$ cat src/rtl/core/digraph_letter_sentence_histogram_defines.svh
// assertion macros shared by the sentence histogram rtl
// no dependencies; included by the files that carry assertions
`ifndef DIGRAPH_LETTER_SENTENCE_HISTOGRAM_DEFINES_SVH
`define DIGRAPH_LETTER_SENTENCE_HISTOGRAM_DEFINES_SVH

// same-cycle implication, checked out of reset
`define DLSH_ASSERT_NOW(label, clk, rstn, ante, cons, msg) \
    label: assert property (@(posedge clk) disable iff (!(rstn)) (ante) |-> (cons)) \
        else $error(msg);

// next-cycle implication, checked out of reset
`define DLSH_ASSERT_NEXT(label, clk, rstn, ante, cons, msg) \
    label: assert property (@(posedge clk) disable iff (!(rstn)) (ante) |=> (cons)) \
        else $error(msg);

`endif

$ cat src/rtl/core/dlsh_pkg.sv
// types, constants and lookup functions for the sentence histogram
// no dependencies; imported by dlsh_ctrl, dlsh_dp and the top level
package dlsh_pkg;

    localparam int NUM_LETTERS_DEF = 36;
    localparam int COUNT_WIDTH_DEF = 16;

    localparam logic [15:0] CH_NUL   = 16'h0000;
    localparam logic [15:0] CH_LF    = 16'h000A;
    localparam logic [15:0] CH_FF    = 16'h000C;
    localparam logic [15:0] CH_CR    = 16'h000D;
    localparam logic [15:0] CH_SPACE = 16'h0020;
    localparam logic [15:0] CH_DOT   = 16'h002E;
    localparam logic [15:0] CH_QMARK = 16'h003F;

    typedef enum logic [2:0] {
        ST_IDLE,
        ST_EVAL,
        ST_CLASS,
        ST_PEND_WR,
        ST_BUMP_WR,
        ST_EMIT_RD,
        ST_EMIT_LD
    } dlsh_state_t;

    typedef enum logic [2:0] {
        RS_PEND,
        RS_SINGLE,
        RS_LETTER,
        RS_EMIT,
        RS_EMIT_NEXT
    } dlsh_rd_sel_t;

    typedef struct packed {
        logic         load_item;
        logic         rd_en;
        dlsh_rd_sel_t rd_sel;
        logic         bump_wr;
        logic         grow;
        logic         clr_pending;
        logic         set_pending;
        logic         set_prev;
        logic         emit_load;
        logic         clr_len;
    } dlsh_cmd_t;

    typedef struct packed {
        logic func;
        logic pend_valid;
        logic pend_match;
        logic is_end;
        logic is_skip;
        logic is_null;
        logic is_letter;
        logic is_lead;
        logic len_zero;
        logic out_free;
        logic emit_last;
    } dlsh_status_t;

    typedef struct packed {
        logic       hit;
        logic       lead;
        logic [5:0] pos;
    } dlsh_letter_t;

    // alphabet position of a letter, either case; digraph leads carry the
    // position of the digraph
    function automatic dlsh_letter_t letter_lookup(input logic [15:0] c);
        dlsh_letter_t r;
        r = '0;
        r.hit = 1'b1;
        case (c)
            16'h0041, 16'h0061: r.pos = 6'd0;
            16'h0042, 16'h0062: r.pos = 6'd1;
            16'h0043, 16'h0063: r.pos = 6'd2;
            16'h00C7, 16'h00E7: r.pos = 6'd3;
            16'h0044, 16'h0064: begin r.pos = 6'd5;  r.lead = 1'b1; end
            16'h0045, 16'h0065: r.pos = 6'd6;
            16'h00CB, 16'h00EB: r.pos = 6'd7;
            16'h0046, 16'h0066: r.pos = 6'd8;
            16'h0047, 16'h0067: begin r.pos = 6'd10; r.lead = 1'b1; end
            16'h0048, 16'h0068: r.pos = 6'd11;
            16'h0049, 16'h0069: r.pos = 6'd12;
            16'h004A, 16'h006A: r.pos = 6'd13;
            16'h004B, 16'h006B: r.pos = 6'd14;
            16'h004C, 16'h006C: begin r.pos = 6'd16; r.lead = 1'b1; end
            16'h004D, 16'h006D: r.pos = 6'd17;
            16'h004E, 16'h006E: begin r.pos = 6'd19; r.lead = 1'b1; end
            16'h004F, 16'h006F: r.pos = 6'd20;
            16'h0050, 16'h0070: r.pos = 6'd21;
            16'h0051, 16'h0071: r.pos = 6'd22;
            16'h0052, 16'h0072: begin r.pos = 6'd24; r.lead = 1'b1; end
            16'h0053, 16'h0073: begin r.pos = 6'd26; r.lead = 1'b1; end
            16'h0054, 16'h0074: begin r.pos = 6'd28; r.lead = 1'b1; end
            16'h0055, 16'h0075: r.pos = 6'd29;
            16'h0056, 16'h0076: r.pos = 6'd30;
            16'h0058, 16'h0078: begin r.pos = 6'd32; r.lead = 1'b1; end
            16'h0059, 16'h0079: r.pos = 6'd33;
            16'h005A, 16'h007A: begin r.pos = 6'd35; r.lead = 1'b1; end
            default:            r.hit = 1'b0;
        endcase
        return r;
    endfunction

    // true when c completes the digraph at position pos
    function automatic logic digraph_second(input logic [5:0] pos, input logic [15:0] c);
        logic r;
        r = 1'b0;
        case (pos)
            6'd5, 6'd26, 6'd28, 6'd32, 6'd35: r = (c == 16'h0048) || (c == 16'h0068);
            6'd10, 6'd19:                      r = (c == 16'h004A) || (c == 16'h006A);
            6'd16:                             r = (c == 16'h004C) || (c == 16'h006C);
            6'd24:                             r = (c == 16'h0052) || (c == 16'h0072);
            default:                           r = 1'b0;
        endcase
        return r;
    endfunction

endpackage

$ cat src/rtl/core/digraph_letter_sentence_histogram.sv
// top level of the per-sentence letter histogram
// depends on dlsh_pkg, dlsh_ctrl and dlsh_dp

// Takes one 16-bit character (or an end-of-text flush) per request and counts
// the Albanian letters of the current sentence, digraphs included, in a
// NUM_LETTERS-entry count memory with one read and one write port. A plain
// character, skipped character or digraph lead goes back to idle after decode;
// a counted letter adds a write state and a lone lead adds a write and a second
// decode, since each count update is a read then a write of the count memory.
// A closing mark or a flush with text pending then emits NUM_LETTERS results,
// one per cycle while m_ready is high, out of the result register. After reset
// the counts read as zero at once, with no clearing pass.
module digraph_letter_sentence_histogram #(
    parameter int NUM_LETTERS = dlsh_pkg::NUM_LETTERS_DEF,
    parameter int COUNT_WIDTH = dlsh_pkg::COUNT_WIDTH_DEF
) (
    input  logic        aclk,
    input  logic        aresetn,
    input  logic        s_valid,
    output logic        s_ready,
    input  logic        s_func,
    input  logic [15:0] s_char_code,
    output logic        m_valid,
    input  logic        m_ready,
    output logic [5:0]  m_letter_index,
    output logic [15:0] m_letter_count,
    output logic [15:0] m_sentence_length,
    output logic        m_last
);
    import dlsh_pkg::*;

    dlsh_cmd_t    cmd;
    dlsh_status_t status;

    dlsh_ctrl u_ctrl (
        .aclk    (aclk),
        .aresetn (aresetn),
        .s_valid (s_valid),
        .s_ready (s_ready),
        .status  (status),
        .cmd     (cmd)
    );

    dlsh_dp #(
        .NUM_LETTERS (NUM_LETTERS),
        .COUNT_WIDTH (COUNT_WIDTH)
    ) u_dp (
        .aclk              (aclk),
        .aresetn           (aresetn),
        .s_func            (s_func),
        .s_char_code       (s_char_code),
        .cmd               (cmd),
        .status            (status),
        .m_ready           (m_ready),
        .m_valid           (m_valid),
        .m_letter_index    (m_letter_index),
        .m_letter_count    (m_letter_count),
        .m_sentence_length (m_sentence_length),
        .m_last            (m_last)
    );

endmodule

$ cat src/rtl/core/dlsh_dp.sv
// datapath: item register, sentence state, count memory and result register
// depends on dlsh_pkg and digraph_letter_sentence_histogram_defines.svh
`include "digraph_letter_sentence_histogram_defines.svh"

module dlsh_dp #(
    parameter int NUM_LETTERS = dlsh_pkg::NUM_LETTERS_DEF,
    parameter int COUNT_WIDTH = dlsh_pkg::COUNT_WIDTH_DEF
) (
    input  logic                   aclk,
    input  logic                   aresetn,
    input  logic                   s_func,
    input  logic [15:0]            s_char_code,
    input  dlsh_pkg::dlsh_cmd_t    cmd,
    output dlsh_pkg::dlsh_status_t status,
    input  logic                   m_ready,
    output logic                   m_valid,
    output logic [5:0]             m_letter_index,
    output logic [15:0]            m_letter_count,
    output logic [15:0]            m_sentence_length,
    output logic                   m_last
);
    import dlsh_pkg::*;

    localparam int AW = $clog2(NUM_LETTERS);
    localparam logic [AW-1:0] LAST_IDX = AW'(NUM_LETTERS - 1);
    localparam logic [COUNT_WIDTH-1:0] CMAX = '1;

    logic                   func_reg;
    logic [15:0]            char_reg;
    logic [15:0]            len_reg;
    logic [15:0]            prev_reg;
    logic                   pend_valid_reg;
    logic [5:0]             pend_idx_reg;
    logic [AW-1:0]          emit_idx_reg;
    logic [COUNT_WIDTH-1:0] count_mem [NUM_LETTERS];
    logic [NUM_LETTERS-1:0] valid_reg;
    logic [COUNT_WIDTH-1:0] rd_data_reg;
    logic [AW-1:0]          rd_addr_reg;
    logic                   m_valid_reg;
    logic [5:0]             m_index_reg;
    logic [15:0]            m_count_reg;
    logic [15:0]            m_len_reg;
    logic                   m_last_reg;

    dlsh_letter_t           letter;
    logic [AW-1:0]          rd_addr;
    logic [COUNT_WIDTH-1:0] bump_val;
    logic                   emit_last;

    assign letter    = letter_lookup(char_reg);
    assign emit_last = (emit_idx_reg == LAST_IDX);
    assign bump_val  = (rd_data_reg == CMAX) ? rd_data_reg
                                             : rd_data_reg + COUNT_WIDTH'(1);

    always_comb begin
        status            = '0;
        status.func       = func_reg;
        status.pend_valid = pend_valid_reg;
        status.pend_match = pend_valid_reg && !func_reg
                            && digraph_second(pend_idx_reg, char_reg);
        status.is_end     = ((char_reg == CH_DOT) && (prev_reg != CH_DOT))
                            || ((char_reg == CH_QMARK) && (prev_reg != CH_QMARK));
        status.is_skip    = (char_reg == CH_LF) || (char_reg == CH_FF)
                            || (char_reg == CH_CR)
                            || ((char_reg == CH_SPACE) && (len_reg == 16'd0))
                            || ((prev_reg == CH_DOT) && (char_reg == CH_DOT));
        status.is_null    = (char_reg == CH_NUL);
        status.is_letter  = letter.hit;
        status.is_lead    = letter.lead;
        status.len_zero   = (len_reg == 16'd0);
        status.out_free   = !m_valid_reg || m_ready;
        status.emit_last  = emit_last;
    end

    always_comb begin
        case (cmd.rd_sel)
            RS_PEND:      rd_addr = AW'(pend_idx_reg);
            RS_SINGLE:    rd_addr = AW'(pend_idx_reg - 6'd1);
            RS_LETTER:    rd_addr = AW'(letter.pos);
            RS_EMIT:      rd_addr = emit_idx_reg;
            RS_EMIT_NEXT: rd_addr = emit_idx_reg + AW'(1);
            default:      rd_addr = '0;
        endcase
    end

    // item register
    always_ff @(posedge aclk) begin
        if (cmd.load_item) begin
            func_reg <= s_func;
            char_reg <= s_char_code;
        end
    end

    // count memory, read data registered; an entry without its valid bit reads zero
    always_ff @(posedge aclk) begin
        if (cmd.rd_en) begin
            rd_data_reg <= valid_reg[rd_addr] ? count_mem[rd_addr] : '0;
            rd_addr_reg <= rd_addr;
        end
        if (cmd.bump_wr) begin
            count_mem[rd_addr_reg] <= bump_val;
        end
    end

    always_ff @(posedge aclk) begin
        if (!aresetn) begin
            valid_reg <= '0;
        end else begin
            if (cmd.bump_wr) begin
                valid_reg[rd_addr_reg] <= 1'b1;
            end
            // emission clears the entry it has just read
            if (cmd.emit_load) begin
                valid_reg[emit_idx_reg] <= 1'b0;
            end
        end
    end

    always_ff @(posedge aclk) begin
        if (!aresetn) begin
            len_reg        <= '0;
            prev_reg       <= '0;
            pend_valid_reg <= 1'b0;
            pend_idx_reg   <= '0;
            emit_idx_reg   <= '0;
        end else begin
            if (cmd.clr_len) begin
                len_reg <= '0;
            end else if (cmd.grow && (len_reg != 16'hFFFF)) begin
                len_reg <= len_reg + 16'd1;
            end
            if (cmd.set_prev) begin
                prev_reg <= char_reg;
            end
            if (cmd.set_pending) begin
                pend_valid_reg <= 1'b1;
                pend_idx_reg   <= letter.pos;
            end else if (cmd.clr_pending) begin
                pend_valid_reg <= 1'b0;
            end
            if (cmd.emit_load) begin
                emit_idx_reg <= emit_last ? '0 : emit_idx_reg + AW'(1);
            end
        end
    end

    // result register
    always_ff @(posedge aclk) begin
        if (!aresetn) begin
            m_valid_reg <= 1'b0;
        end else if (cmd.emit_load) begin
            m_valid_reg <= 1'b1;
        end else if (m_ready) begin
            m_valid_reg <= 1'b0;
        end
    end

    always_ff @(posedge aclk) begin
        if (cmd.emit_load) begin
            m_index_reg <= 6'(emit_idx_reg);
            m_count_reg <= 16'(rd_data_reg);
            m_len_reg   <= len_reg;
            m_last_reg  <= emit_last;
        end
    end

    assign m_valid           = m_valid_reg;
    assign m_letter_index    = m_index_reg;
    assign m_letter_count    = m_count_reg;
    assign m_sentence_length = m_len_reg;
    assign m_last            = m_last_reg;

    `DLSH_ASSERT_NOW(a_load_needs_room, aclk, aresetn, cmd.emit_load, status.out_free, "result loaded over a waiting result")
    `DLSH_ASSERT_NEXT(a_run_clears_len, aclk, aresetn, cmd.emit_load && emit_last, len_reg == 16'd0, "length not cleared after run")
    `DLSH_ASSERT_NOW(a_bump_after_read, aclk, aresetn, cmd.bump_wr, $past(cmd.rd_en), "count written without a read before it")

endmodule

$ cat src/rtl/core/dlsh_ctrl.sv
// controller state machine: sequences decode, count updates and emission
// depends on dlsh_pkg and digraph_letter_sentence_histogram_defines.svh
`include "digraph_letter_sentence_histogram_defines.svh"

module dlsh_ctrl (
    input  logic                   aclk,
    input  logic                   aresetn,
    input  logic                   s_valid,
    output logic                   s_ready,
    input  dlsh_pkg::dlsh_status_t status,
    output dlsh_pkg::dlsh_cmd_t    cmd
);
    import dlsh_pkg::*;

    dlsh_state_t state_reg;
    dlsh_state_t state_next;

    always_ff @(posedge aclk) begin
        if (!aresetn) begin
            state_reg <= ST_IDLE;
        end else begin
            state_reg <= state_next;
        end
    end

    always_comb begin
        cmd        = '0;
        s_ready    = 1'b0;
        state_next = state_reg;
        case (state_reg)
            ST_IDLE: begin
                s_ready = 1'b1;
                if (s_valid) begin
                    cmd.load_item = 1'b1;
                    state_next    = ST_EVAL;
                end
            end
            ST_EVAL, ST_CLASS: begin
                if ((state_reg == ST_EVAL) && status.pend_valid) begin
                    cmd.clr_pending = 1'b1;
                    cmd.rd_en       = 1'b1;
                    if (status.pend_match) begin
                        // digraph completed, character consumed
                        cmd.rd_sel = RS_PEND;
                        cmd.grow   = 1'b1;
                        state_next = ST_BUMP_WR;
                    end else begin
                        // lead stands alone, then handle the character
                        cmd.rd_sel = RS_SINGLE;
                        state_next = ST_PEND_WR;
                    end
                end else if (status.func) begin
                    state_next = status.len_zero ? ST_IDLE : ST_EMIT_RD;
                end else if (status.is_end) begin
                    cmd.grow     = 1'b1;
                    cmd.set_prev = 1'b1;
                    state_next   = ST_EMIT_RD;
                end else if (status.is_skip) begin
                    cmd.set_prev = 1'b1;
                    state_next   = ST_IDLE;
                end else if (status.is_null) begin
                    state_next = ST_IDLE;
                end else begin
                    cmd.grow   = 1'b1;
                    state_next = ST_IDLE;
                    if (status.is_letter) begin
                        cmd.set_prev = 1'b1;
                        if (status.is_lead) begin
                            cmd.set_pending = 1'b1;
                        end else begin
                            cmd.rd_en  = 1'b1;
                            cmd.rd_sel = RS_LETTER;
                            state_next = ST_BUMP_WR;
                        end
                    end
                end
            end
            ST_PEND_WR: begin
                cmd.bump_wr = 1'b1;
                state_next  = ST_CLASS;
            end
            ST_BUMP_WR: begin
                cmd.bump_wr = 1'b1;
                state_next  = ST_IDLE;
            end
            ST_EMIT_RD: begin
                cmd.rd_en  = 1'b1;
                cmd.rd_sel = RS_EMIT;
                state_next = ST_EMIT_LD;
            end
            ST_EMIT_LD: begin
                if (status.out_free) begin
                    cmd.emit_load = 1'b1;
                    if (status.emit_last) begin
                        cmd.clr_len = 1'b1;
                        state_next  = ST_IDLE;
                    end else begin
                        cmd.rd_en  = 1'b1;
                        cmd.rd_sel = RS_EMIT_NEXT;
                    end
                end
            end
            default: begin
                state_next = ST_IDLE;
            end
        endcase
    end

    `DLSH_ASSERT_NEXT(a_accept_to_eval, aclk, aresetn, s_valid && s_ready, state_reg == ST_EVAL, "accepted request did not go to evaluation")
    `DLSH_ASSERT_NEXT(a_run_ends_idle, aclk, aresetn, (state_reg == ST_EMIT_LD) && status.out_free && status.emit_last, state_reg == ST_IDLE, "run did not end in idle")
    `DLSH_ASSERT_NEXT(a_pend_wr_to_class, aclk, aresetn, state_reg == ST_PEND_WR, state_reg == ST_CLASS, "single lead write did not resume decode")

endmodule

$ cat config.mk
export PLATFORM = sky130hd
export DESIGN_NAME = digraph_letter_sentence_histogram
export DESIGN_NICKNAME = d
export VERILOG_FILES = /design/src/rtl/core/dlsh_pkg.sv /design/src/rtl/core/digraph_letter_sentence_histogram.sv /design/src/rtl/core/dlsh_dp.sv /design/src/rtl/core/dlsh_ctrl.sv
export VERILOG_INCLUDE_DIRS = /design/src /design/src/rtl/core
export SDC_FILE = /design/constraint.sdc
export NUM_CORES = 1
export LEC_CHECK = 0
export BUFFER_PORTS_ARGS = -buffer_cell sky130_fd_sc_hd__buf_2
export CAP_MARGIN = 40
export CELL_PAD_IN_SITES_DETAIL_PLACEMENT = 0
export CELL_PAD_IN_SITES_GLOBAL_PLACEMENT = 1
export CORE_MARGIN = 2
export CORE_UTILIZATION = 55
export DETAILED_ROUTE_END_ITERATION = 16
export PLACE_DENSITY = 0.86
export SYNTH_ARGS = -nofsm -noshare
export SYNTH_HDL_FRONTEND = slang
export SYNTH_HIERARCHICAL = 1
export SYNTH_SLANG_ARGS = --single-unit
$ cat constraint.sdc
create_clock -name aclk -period 10.8 [get_ports aclk]
set_clock_uncertainty 0.05 [all_clocks]
set_input_delay 0 -clock aclk [delete_from_list [all_inputs] [get_ports aclk]]
set_output_delay 0 -clock aclk [all_outputs]
set_load 0.1 [all_outputs]
# After elaboration in Yosys (flattened, before gate mapping)

Memories as Yosys holds them, arrays and structs flattened. A register that Yosys moved wholly into a read port is not among the register bits.
Cells that the tools add are included.
W data, S select, Z words.

Add/sub/neg operators: 4
$lt $le $gt $ge: 5
Equal/unequal tests: 88
Bitwise operators: 4
Mux-type cells: 70
Reductions and logical operators: 63

Operators with widths:

| kind                    | count |
|---|---|
| $eq A16 B7 Y1 const B   | 50 |
| $pmux W6 S26            | 1 |
| $mux W36                | 3 |
| $eq A16 B6 Y1 const B   | 4 |
| $eq A16 B8 Y1 const B   | 4 |
| $reduce_or A2 Y1        | 30 |
| $reduce_or A54 Y1       | 1 |
| $eq A16 B4 Y1 const B   | 3 |
| $mux W4                 | 10 |
| $and A36 B36 Y36        | 1 |
| $mux W3                 | 12 |
| $not A36 Y36            | 1 |
| $or A36 B36 Y36         | 1 |
| $add A16 B1 Y16 const B | 2 |
| $logic_not A16 Y1       | 2 |
| $ne A16 B6 Y1 const B   | 2 |
| $eq A6 B5 Y1 const B    | 5 |
| $pmux W6 S5             | 1 |
| $mux W1                 | 29 |
| $lt A6 B7 Y1 const B    | 3 |
| $eq A6 B6 Y1 const B    | 3 |
| $reduce_or A18 Y1       | 1 |
| $eq A16 B16 Y1 const B  | 1 |
| $mux W16                | 1 |
| other kinds (26)        | 63 |

Output and inout bits: 41
Word-level logic and storage cells: 250
Memory bits (writable): 576
Memories: 1
Register bits: 147

Memory list:

| name           | words | bits a word | read ports | clocked after memory_dff | write ports | RTL line      | RTL |
|---|---|---|---|---|---|---|---|
| u_dp.count_mem | 36    | 16          | 1          | 1                        | 1           | dlsh_dp.sv:35 | `logic [COUNT_WIDTH-1:0] count_mem [NUM_LETTERS];` |

# Longest topological paths before layout

Gate-level depths: netlist (run 1).

Depth after elaboration: 16
Depth in mapped cells: 30

# By module

The synthesis (run 1) kept the hierarchy.

Modules (own cells, without submodules):

| module    | times used | area each (um^2) | cells an instance | seq. area each (um^2) |
|---|---|---|---|---|
| dlsh_dp   | 1          | 30748.2          | 2190              | 21280.4 |
| dlsh_ctrl | 1          | 491.7            | 67                | 60.1 |

# Worst setup path after synthesis (run 1)

Ideal clock, no wire load.

Kind: reg-to-reg
From: register u_dp.char_reg[15]
To: register u_dp.rd_data_reg[14], read port of u_dp.count_mem, data pin
Stages on the path, launching flop included: 24
Library setup time: 257 ps
Data required time: 10493 ps
Clock period less this slack: 5154 ps
Path slack: 5646 ps
Buffers on the path: 5
Arrival time: 4846 ps
Cell sequence: edfxtp_1 > nor4_1 > and2_1 > clkbuf_1 > nand3b_1 > or2_2 > o32a_1 > a211oi_1 > nor4_1 > a32oi_1 > nor2_1 > clkbuf_1 > or3b_2 > or2_0 > nand2_1 > nand2_4 > buf_6 > buf_8 > buf_2 > a211oi_1 > a311oi_1 > a311o_1 > a21oi_1 > nor4_2

RTL lines:

| item                   | RTL line      | RTL |
|---|---|---|
| start, declared        | dlsh_dp.sv:29 | `logic [15:0] char_reg;` |
| start signal, assigned | dlsh_dp.sv:90 | `char_reg <= s_char_code;` |
| end, declared          | dlsh_dp.sv:37 | `logic [COUNT_WIDTH-1:0] rd_data_reg;` |

==> qor.csv, run 1 <==
stage,metric,value,unit
drt,TritonRoute pass-1 iters,6,
drt,starting DRC count in detailed routing,2645,
cts,H-tree depth,3,
synthesis,post-synth cell types,95,
timing,Fmax,117,MHz
setup_path,crit-path max FO,101,
drt,vias,20300,
synthesis,#FFs+latches synth,739,
floorplan,Die H,242,um
power,Max IR drop VDD,0.000115,V
synthesis,Post-Syn Nets,2291,
cts,Num CTS Buffers,73,
setup_path,Critical Path Max Stage Delay,820,ps
layout,Multi-input gate area,9130,um2
global_route,global-route usage over all layers,28.0,%
global_route,first-pass GRT wire length,123000,um
setup_path,CP Buf/Inv Count,4,
floorplan,die area,58700,um2
drt,Detail Route Antenna Nets,0,
power,Leak,11.8,nW
layout,Layout Cells excl Fill,3138,
synthesis,register area share after synthesis,68.3,%
timing,Slew headroom,35.7,%
setup_path,Setup CP Type,reg2reg,
cts,Setup Buffers After CTS,0,
power,total power,5.78,mW
layout,Storage cell area,21300,um2
synthesis,Post-Syn Instances,2257,
cts,root cell of the clock tree,clkbuf_16,
synthesis,ys async rst share,0,%
layout,number of flip-flops under the largest register name,576,
setup_path,crit-path cells,nor4_1 -> and2_1 -> nand3b_1 -> or2_2 -> o32a_1 -> a211oi_1 -> nor4_1 -> a32oi_1 -> nor2_1 -> inv_1 -> nor2_1 -> nand4_1 -> or3_4 -> buf_4 -> nand2_8 -> clkinv_2 -> buf_4 -> nand2_1 -> and3_1 -> o311ai_0 -> o2111ai_1 -> a211oi_1,
drt,WL final,82600,um
setup_path,Worst path slowest cell,clkinv_2,
layout,share of cells above drive strength 1,17.0,%
cts,worst-skew pair later-pin latency,620,ps
timing,final hold viol count,0,
layout,final net count,2359,
cts,clock slew at reported path FFs,60,ps
timing,final period utilization,79.1,%
placed_design,Port Buffers,61,
layout,"commonest non-fill, non-tap cell in the layout",edfxtp_1,
timing,fin crit period,8540,ps
layout,fin util,62.0,%
min_path,worst min path class,in2reg,
timing,final setup fails,0,
power,Power Density,166,nW/um2
global_route,"Remaining Overflow, GRT",0,
placed_design,placed inst area,32500,um2
synthesis,ys flop type,edfxtp_1,
synthesis,Ys Warns,6,
timing,Final Max Slew Viols,0,
drt,Routed WL per cell,26.3,um
layout,fill count,4134,
placed_design,hpwl dp,48300,um
placed_design,Placed Cells incl. Taps,2986,
timing,final worst setup slack,2260,ps
layout,most frequent cells in the layout,"edfxtp_1 (654), nand2_1 (303), nand3_1 (134)",
timing,actual slew at the worst max-slew pin,964,ps
floorplan,Placeable Area,56300,um2
timing,total negative slack,0,ps
synthesis,"EDFF count, synth",654,
placed_design,gpl congestion,0.890,
timing,WHS,25.6,ps
setup_path,"CP delay by family, top",simple AND/OR/NAND/NOR gates,
status,status,"finished, final reports clean",
setup_path,Critical Path RT,11180,ps
floorplan,Die Span X,242,um
setup_path,Worst Setup Start Kind,flip-flop,
timing,unrepaired setup endpoints after global routing,no,
floorplan,Ports,62,
synthesis,Post-Syn Area,31200,um2
floorplan,initial cell density of the core,55.5,%
layout,Ant. Diodes,0,
global_route,initial antenna violation count,0,
cts,CTS resizes,0,
layout,Area Overhead vs Synth,11.7,%
drt,DRC violations left,0,
cts,CTS tree,yes,
global_route,largest net degree at the start of global routing,139,
cts,Clock Path Buffers,3,
run,Max-cap violations,0,
global_route,vias in the first global route,19400,
cts,clk sinks,739,
cts,CTS Hold Buffers Added,19,
layout,post-route cell area,34900,um2
drt,Vias per Instance,6.47,
floorplan,FP Rows,87,
synthesis,Avg Synthesized Cell Area,13.8,um2
setup_path,"Arr. time, crit path",8930,ps
placed_design,Place WS,2430,ps
setup_path,Crit. End Element,flip-flop,
-- cell families after synthesis --
kind of cell / Yosys count / share of synthesized area [%]
buffers and inverters: 189 / 3.04
AO/OA/AOI/OAI: 362 / 8.91
XOR/XNOR: 32 / 0.897
adder cells (fa/ha/maj): 13 / 0.521
AND/OR/NAND/NOR: 811 / 12.9
multiplexers: 111 / 5.43
flip-flops: 739 / 68.3
-- report_power, final --
group          internal [mW]  total, mW  switching (mW)
logic                 0.0770      0.235           0.158
clock network           1.36       2.40            1.05
registers               3.10       3.14          0.0355
-- final timing paths --
| check | start | endpoint | slack (ps) | cells after the start |
|---|---|---|---|---|
| min reg2reg | u_dp/valid_reg[25] | u_dp/valid_reg[25] | 430 | 2 |
| max reg2reg | u_dp/char_reg[11] | u_dp/rd_data_reg[12] | 2260 | 22 |
| min | aresetn | u_dp/m_valid | 30 | 3 |
| max | u_dp/char_reg[11] | u_dp/rd_data_reg[12] | 2260 | 22 |
-- layout make-up --
cell class / instances / area share (%)
clock buffers: 94 / 5.61
clock inverters: 38 / 0.810
inverters: 26 / 0.305
multi-input cells: 1329 / 26.2
flip-flops and latches: 739 / 61.2
well taps: 756 / 2.71
repair buffers: 156 / 3.25
-- synth_stat cells (all sizes together), types with 4 or more instances --
cell | number | area [um2]
a31oi | 42 | 263
nor4 | 19 | 144
xnor2 | 19 | 166
or3b | 6 | 52.6
nor3 | 15 | 75.1
a21oi | 28 | 144
a311oi | 37 | 330
o2111ai | 6 | 52.6
nor4bb | 5 | 50.1
a21boi | 7 | 52.6
mux2i | 47 | 470
xor2 | 13 | 114
nand2b | 14 | 95.1
and3 | 73 | 457
buf | 86 | 558
o21ai | 63 | 319
ha | 13 | 163
o221ai | 7 | 61.3
nor2b | 37 | 234
nor2 | 108 | 415
nand2 | 306 | 1160
nor4b | 4 | 41.3
o221a | 35 | 394
a211oi | 52 | 400
mux4 | 45 | 1010
o32ai | 4 | 50.1
nor3b | 7 | 62.6
nand3 | 134 | 671
o31ai | 4 | 30.0
nand4 | 33 | 206
clkbuf | 77 | 289
dfxtp | 85 | 1700
a311o | 9 | 90.1
nand3b | 10 | 75.1
edfxtp | 654 | 19600
inv | 23 | 86.3
and2 | 14 | 88.8
or2 | 5 | 31.3
or3 | 11 | 73.8
a32oi | 21 | 184
o311ai | 8 | 70.1
o211ai | 15 | 113
mux2 | 19 | 214
-- per-layer routing --
metal	up-vias	track usage [%]	share of wire, %
li1	8840	-	-
met1	10200	38.6	39
met2	1072	43.5	46
met3	204	5.48	9.8
met4	0	12.2	4.3
met5	-	0	0
-- worst reg2reg max path, stage by stage, from the launching register on --
cell and delay, ps:
edfxtp_1 390, nor4_1 390, and2_1 510, nand3b_1 210
or2_2 340, o32a_1 180, a211oi_1 430, nor4_1 150
a32oi_1 230, nor2_1 170, inv_1 250, nor2_1 80
nand4_1 110, or3_4 140, buf_4 710, nand2_8 720
clkinv_2 870, buf_4 770, nand2_1 150, and3_1 190
o311ai_0 620, o2111ai_1 440, a211oi_1 300
No activity file was read; power rests on OpenSTA's default activity.
==> inputs of run 2 (changes only) <==
Settings changed: CORE_UTILIZATION 55 to 48, PLACE_DENSITY 0.86 to 0.8.
Clock period 10.8 ns to 7 ns, I/O delays scaled along.
==> qor.csv, run 2 (synthesis gave the netlist of run 1 again) <==
stage,metric,value,unit,change
status,status,"finished, violations left",,
status,failing checks,hold timing,,
cts,Setup Buffers After CTS,0,,unchanged
floorplan,Die Span X,259,um,+6.9%
setup_path,Critical Path RT,7420,ps,-3760 ps
global_route,first-pass GRT wire length,127000,um,+2.6%
setup_path,Setup CP Type,reg2reg,,
placed_design,Port Buffers,61,,unchanged
setup_path,CP Buf/Inv Count,3,,-1
min_path,worst min path class,in2reg,,
global_route,initial antenna violation count,2,,+2
global_route,largest net degree at the start of global routing,76,,-45%
layout,fin util,55.0,%,-7.0 points
setup_path,"CP delay by family, top",simple AND/OR/NAND/NOR gates,,
setup_path,"Arr. time, crit path",6830,ps,-2100 ps
drt,DRC violations left,0,,unchanged
min_path,Hold Crit Depth,4,,+1
placed_design,Placed Cells incl. Taps,3106,,+4.0%
placed_design,gpl congestion,0.847,,-4.7%
layout,most frequent cells in the layout,"edfxtp_1 (654), nand2_1 (303), nand3_1 (134)",,
drt,Detail Route Antenna Nets,0,,unchanged
drt,vias,20300,,+0.28%
layout,final net count,2382,,+0.97%
drt,Routed WL per cell,26.0,um,-1.4%
global_route,"Remaining Overflow, GRT",0,,unchanged
placed_design,hpwl dp,51500,um,+6.6%
layout,Layout Cells excl Fill,3258,,+3.8%
layout,number of flip-flops under the largest register name,576,,unchanged
setup_path,Crit. End Element,flip-flop,,
setup_path,Critical Path Max Stage Delay,970,ps,+150 ps
floorplan,Placeable Area,64300,um2,+14%
setup_path,Worst path slowest cell,edfxtp_1,,
power,Leak,12.0,nW,+1.7%
cts,worst-skew pair later-pin latency,640,ps,+20 ps
setup_path,Crit. path cell count,23,,+4.5%
timing,Slew headroom,37.3,%,+1.6 points
cts,H-tree depth,3,,unchanged
cts,Clock Path Buffers,3,,unchanged
timing,final hold viol count,1,,+1
timing,unrepaired setup endpoints after global routing,no,,
floorplan,Die H,259,um,+6.9%
timing,actual slew at the worst max-slew pin,941,ps,-23.7 ps
run,Max-cap violations,0,,unchanged
timing,total negative slack,0,ps,unchanged
layout,Ant. Diodes,0,,unchanged
cts,Num CTS Buffers,76,,+4.1%
floorplan,initial cell density of the core,48.5,%,-7.0 points
setup_path,Worst Setup Start Kind,flip-flop,,
power,Max IR drop VDD,0.000165,V,+44%
setup_path,R2R cell count,23,,+4.5%
drt,TritonRoute pass-1 iters,7,,+1
layout,"commonest non-fill, non-tap cell in the layout",edfxtp_1,,
timing,WHS,-0.918,ps,-26.5 ps
timing,Final Max Slew Viols,0,,unchanged
floorplan,Ports,62,,unchanged
cts,clk sinks,739,,unchanged
setup_path,crit-path cells,nand2b_1 -> or3_1 -> nand4_1 -> a311oi_1 -> o21ai_0 -> nand2_1 -> nand3_1 -> nand2b_4 -> nor4_1 -> a32oi_1 -> nor2_2 -> inv_1 -> nor3_1 -> a2bb2oi_1 -> nand2_2 -> nand2_8 -> clkinv_2 -> buf_4 -> nand2_1 -> a311o_1 -> o311ai_0 -> o2111ai_1 -> a211oi_1,,
global_route,global-route usage over all layers,25.2,%,-2.7 points
floorplan,die area,67100,um2,+14%
timing,fin crit period,6420,ps,-2130 ps
drt,Vias per Instance,6.25,,-3.4%
layout,share of cells above drive strength 1,17.9,%,+0.89 points
floorplan,FP Rows,93,,+6.9%
cts,root cell of the clock tree,clkbuf_16,,
layout,Area Overhead vs Synth,13.2,%,
global_route,vias in the first global route,19600,,+1.1%
cts,clock slew at reported path FFs,60,ps,about the same
drt,WL final,84600,um,+2.4%
timing,Fmax,156,MHz,+33%
setup_path,CP most frequent cell,nand2_1,,
setup_path,crit-path max FO,31,,-69%
timing,final period utilization,91.7,%,+13 points
cts,CTS tree,yes,,
drt,starting DRC count in detailed routing,2481,,-6.2%
power,Power Density,259,nW/um2,+57%
layout,fill count,5095,,+23%
timing,final setup fails,0,,unchanged
==> run 2: cell count changes in the layout (fill, tap and decap cells not counted), moves of 2 or more <==
cell        delta
buf_16         -2
clkinv_1       -2
bufinv_16      +2
clkbuf_1       -2
clkinvlp_4     -2
buf_4         +19
buf_8          -2
clkinv_16      +2
nor2_2         +2
buf_12         +5
clkbuf_16      +4
==> run 2: tightest hold or removal path: cells and delay by family <==
family | cells | cell delay, ps
buffers and inverters | 2 | 400
AO/OA/AOI/OAI | 1 | 50
AND/OR/NAND/NOR | 1 | 160
==> run 2: metrics by stage <==
step | area [um2] | power, mW | worst slack (ps)
final | 35400 | 9.16 | 583
after global routing | 35400 | 9.42 | 51.1
after CTS | 35400 | 9.22 | 404
after detailed placement | 32700 | 5.29 | 440
after global placement | 32700 | 5.29 | 541
after floorplan | 31200 | 5.17 | 1850
==> run 2: timing repair <==
action / 4_1_cts / 5_1_grt
hold endpoints to repair: 29 / 0
hold buffers: 19 / 0
setup endpoints to repair: 0 / 10
gates resized for setup: 0 / 2
==> run 2: path summary, 6_finish.rpt <==
path                          endpoint  slack [ps]              from
min                u_ctrl/state_reg[2]        -0.9           aresetn
min reg2reg  u_dp/m_sentence_length[0]         460   u_dp/len_reg[0]
max reg2reg        u_dp/rd_data_reg[0]         580  u_dp/char_reg[3]
max                u_dp/rd_data_reg[0]         580  u_dp/char_reg[3]
==> run 2: area by class of cell <==
| type | instances | area [um2] | area share, % |
|---|---|---|---|
| inverters | 26 | 106 | 0.301 |
| clock inverters | 37 | 383 | 1.08 |
| repair buffers | 176 | 1300 | 3.67 |
| multi-input cells | 1329 | 9130 | 25.8 |
| clock buffers | 96 | 2050 | 5.79 |
| flip-flops and latches | 739 | 21300 | 60.3 |
| well taps | 855 | 1070 | 3.02 |
==> run 2: per-layer routing <==
| metal | part of all wire (%) | up-vias | GRT usage, % |
|---|---|---|---|
| met5 | 0 | - | 0 |
| met4 | 3.7 | 0 | 10.0 |
| met3 | 8.7 | 191 | 4.53 |
| met2 | 47 | 970 | 39.9 |
| met1 | 41 | 10300 | 34.9 |
| li1 | - | 8892 | - |
==> run 2: power by group <==
group | internal (mW) | switching, mW
sequential | 4.79 | 0.0486
clock | 2.27 | 1.68
combinational | 0.125 | 0.254
total | 7.18 | 1.98
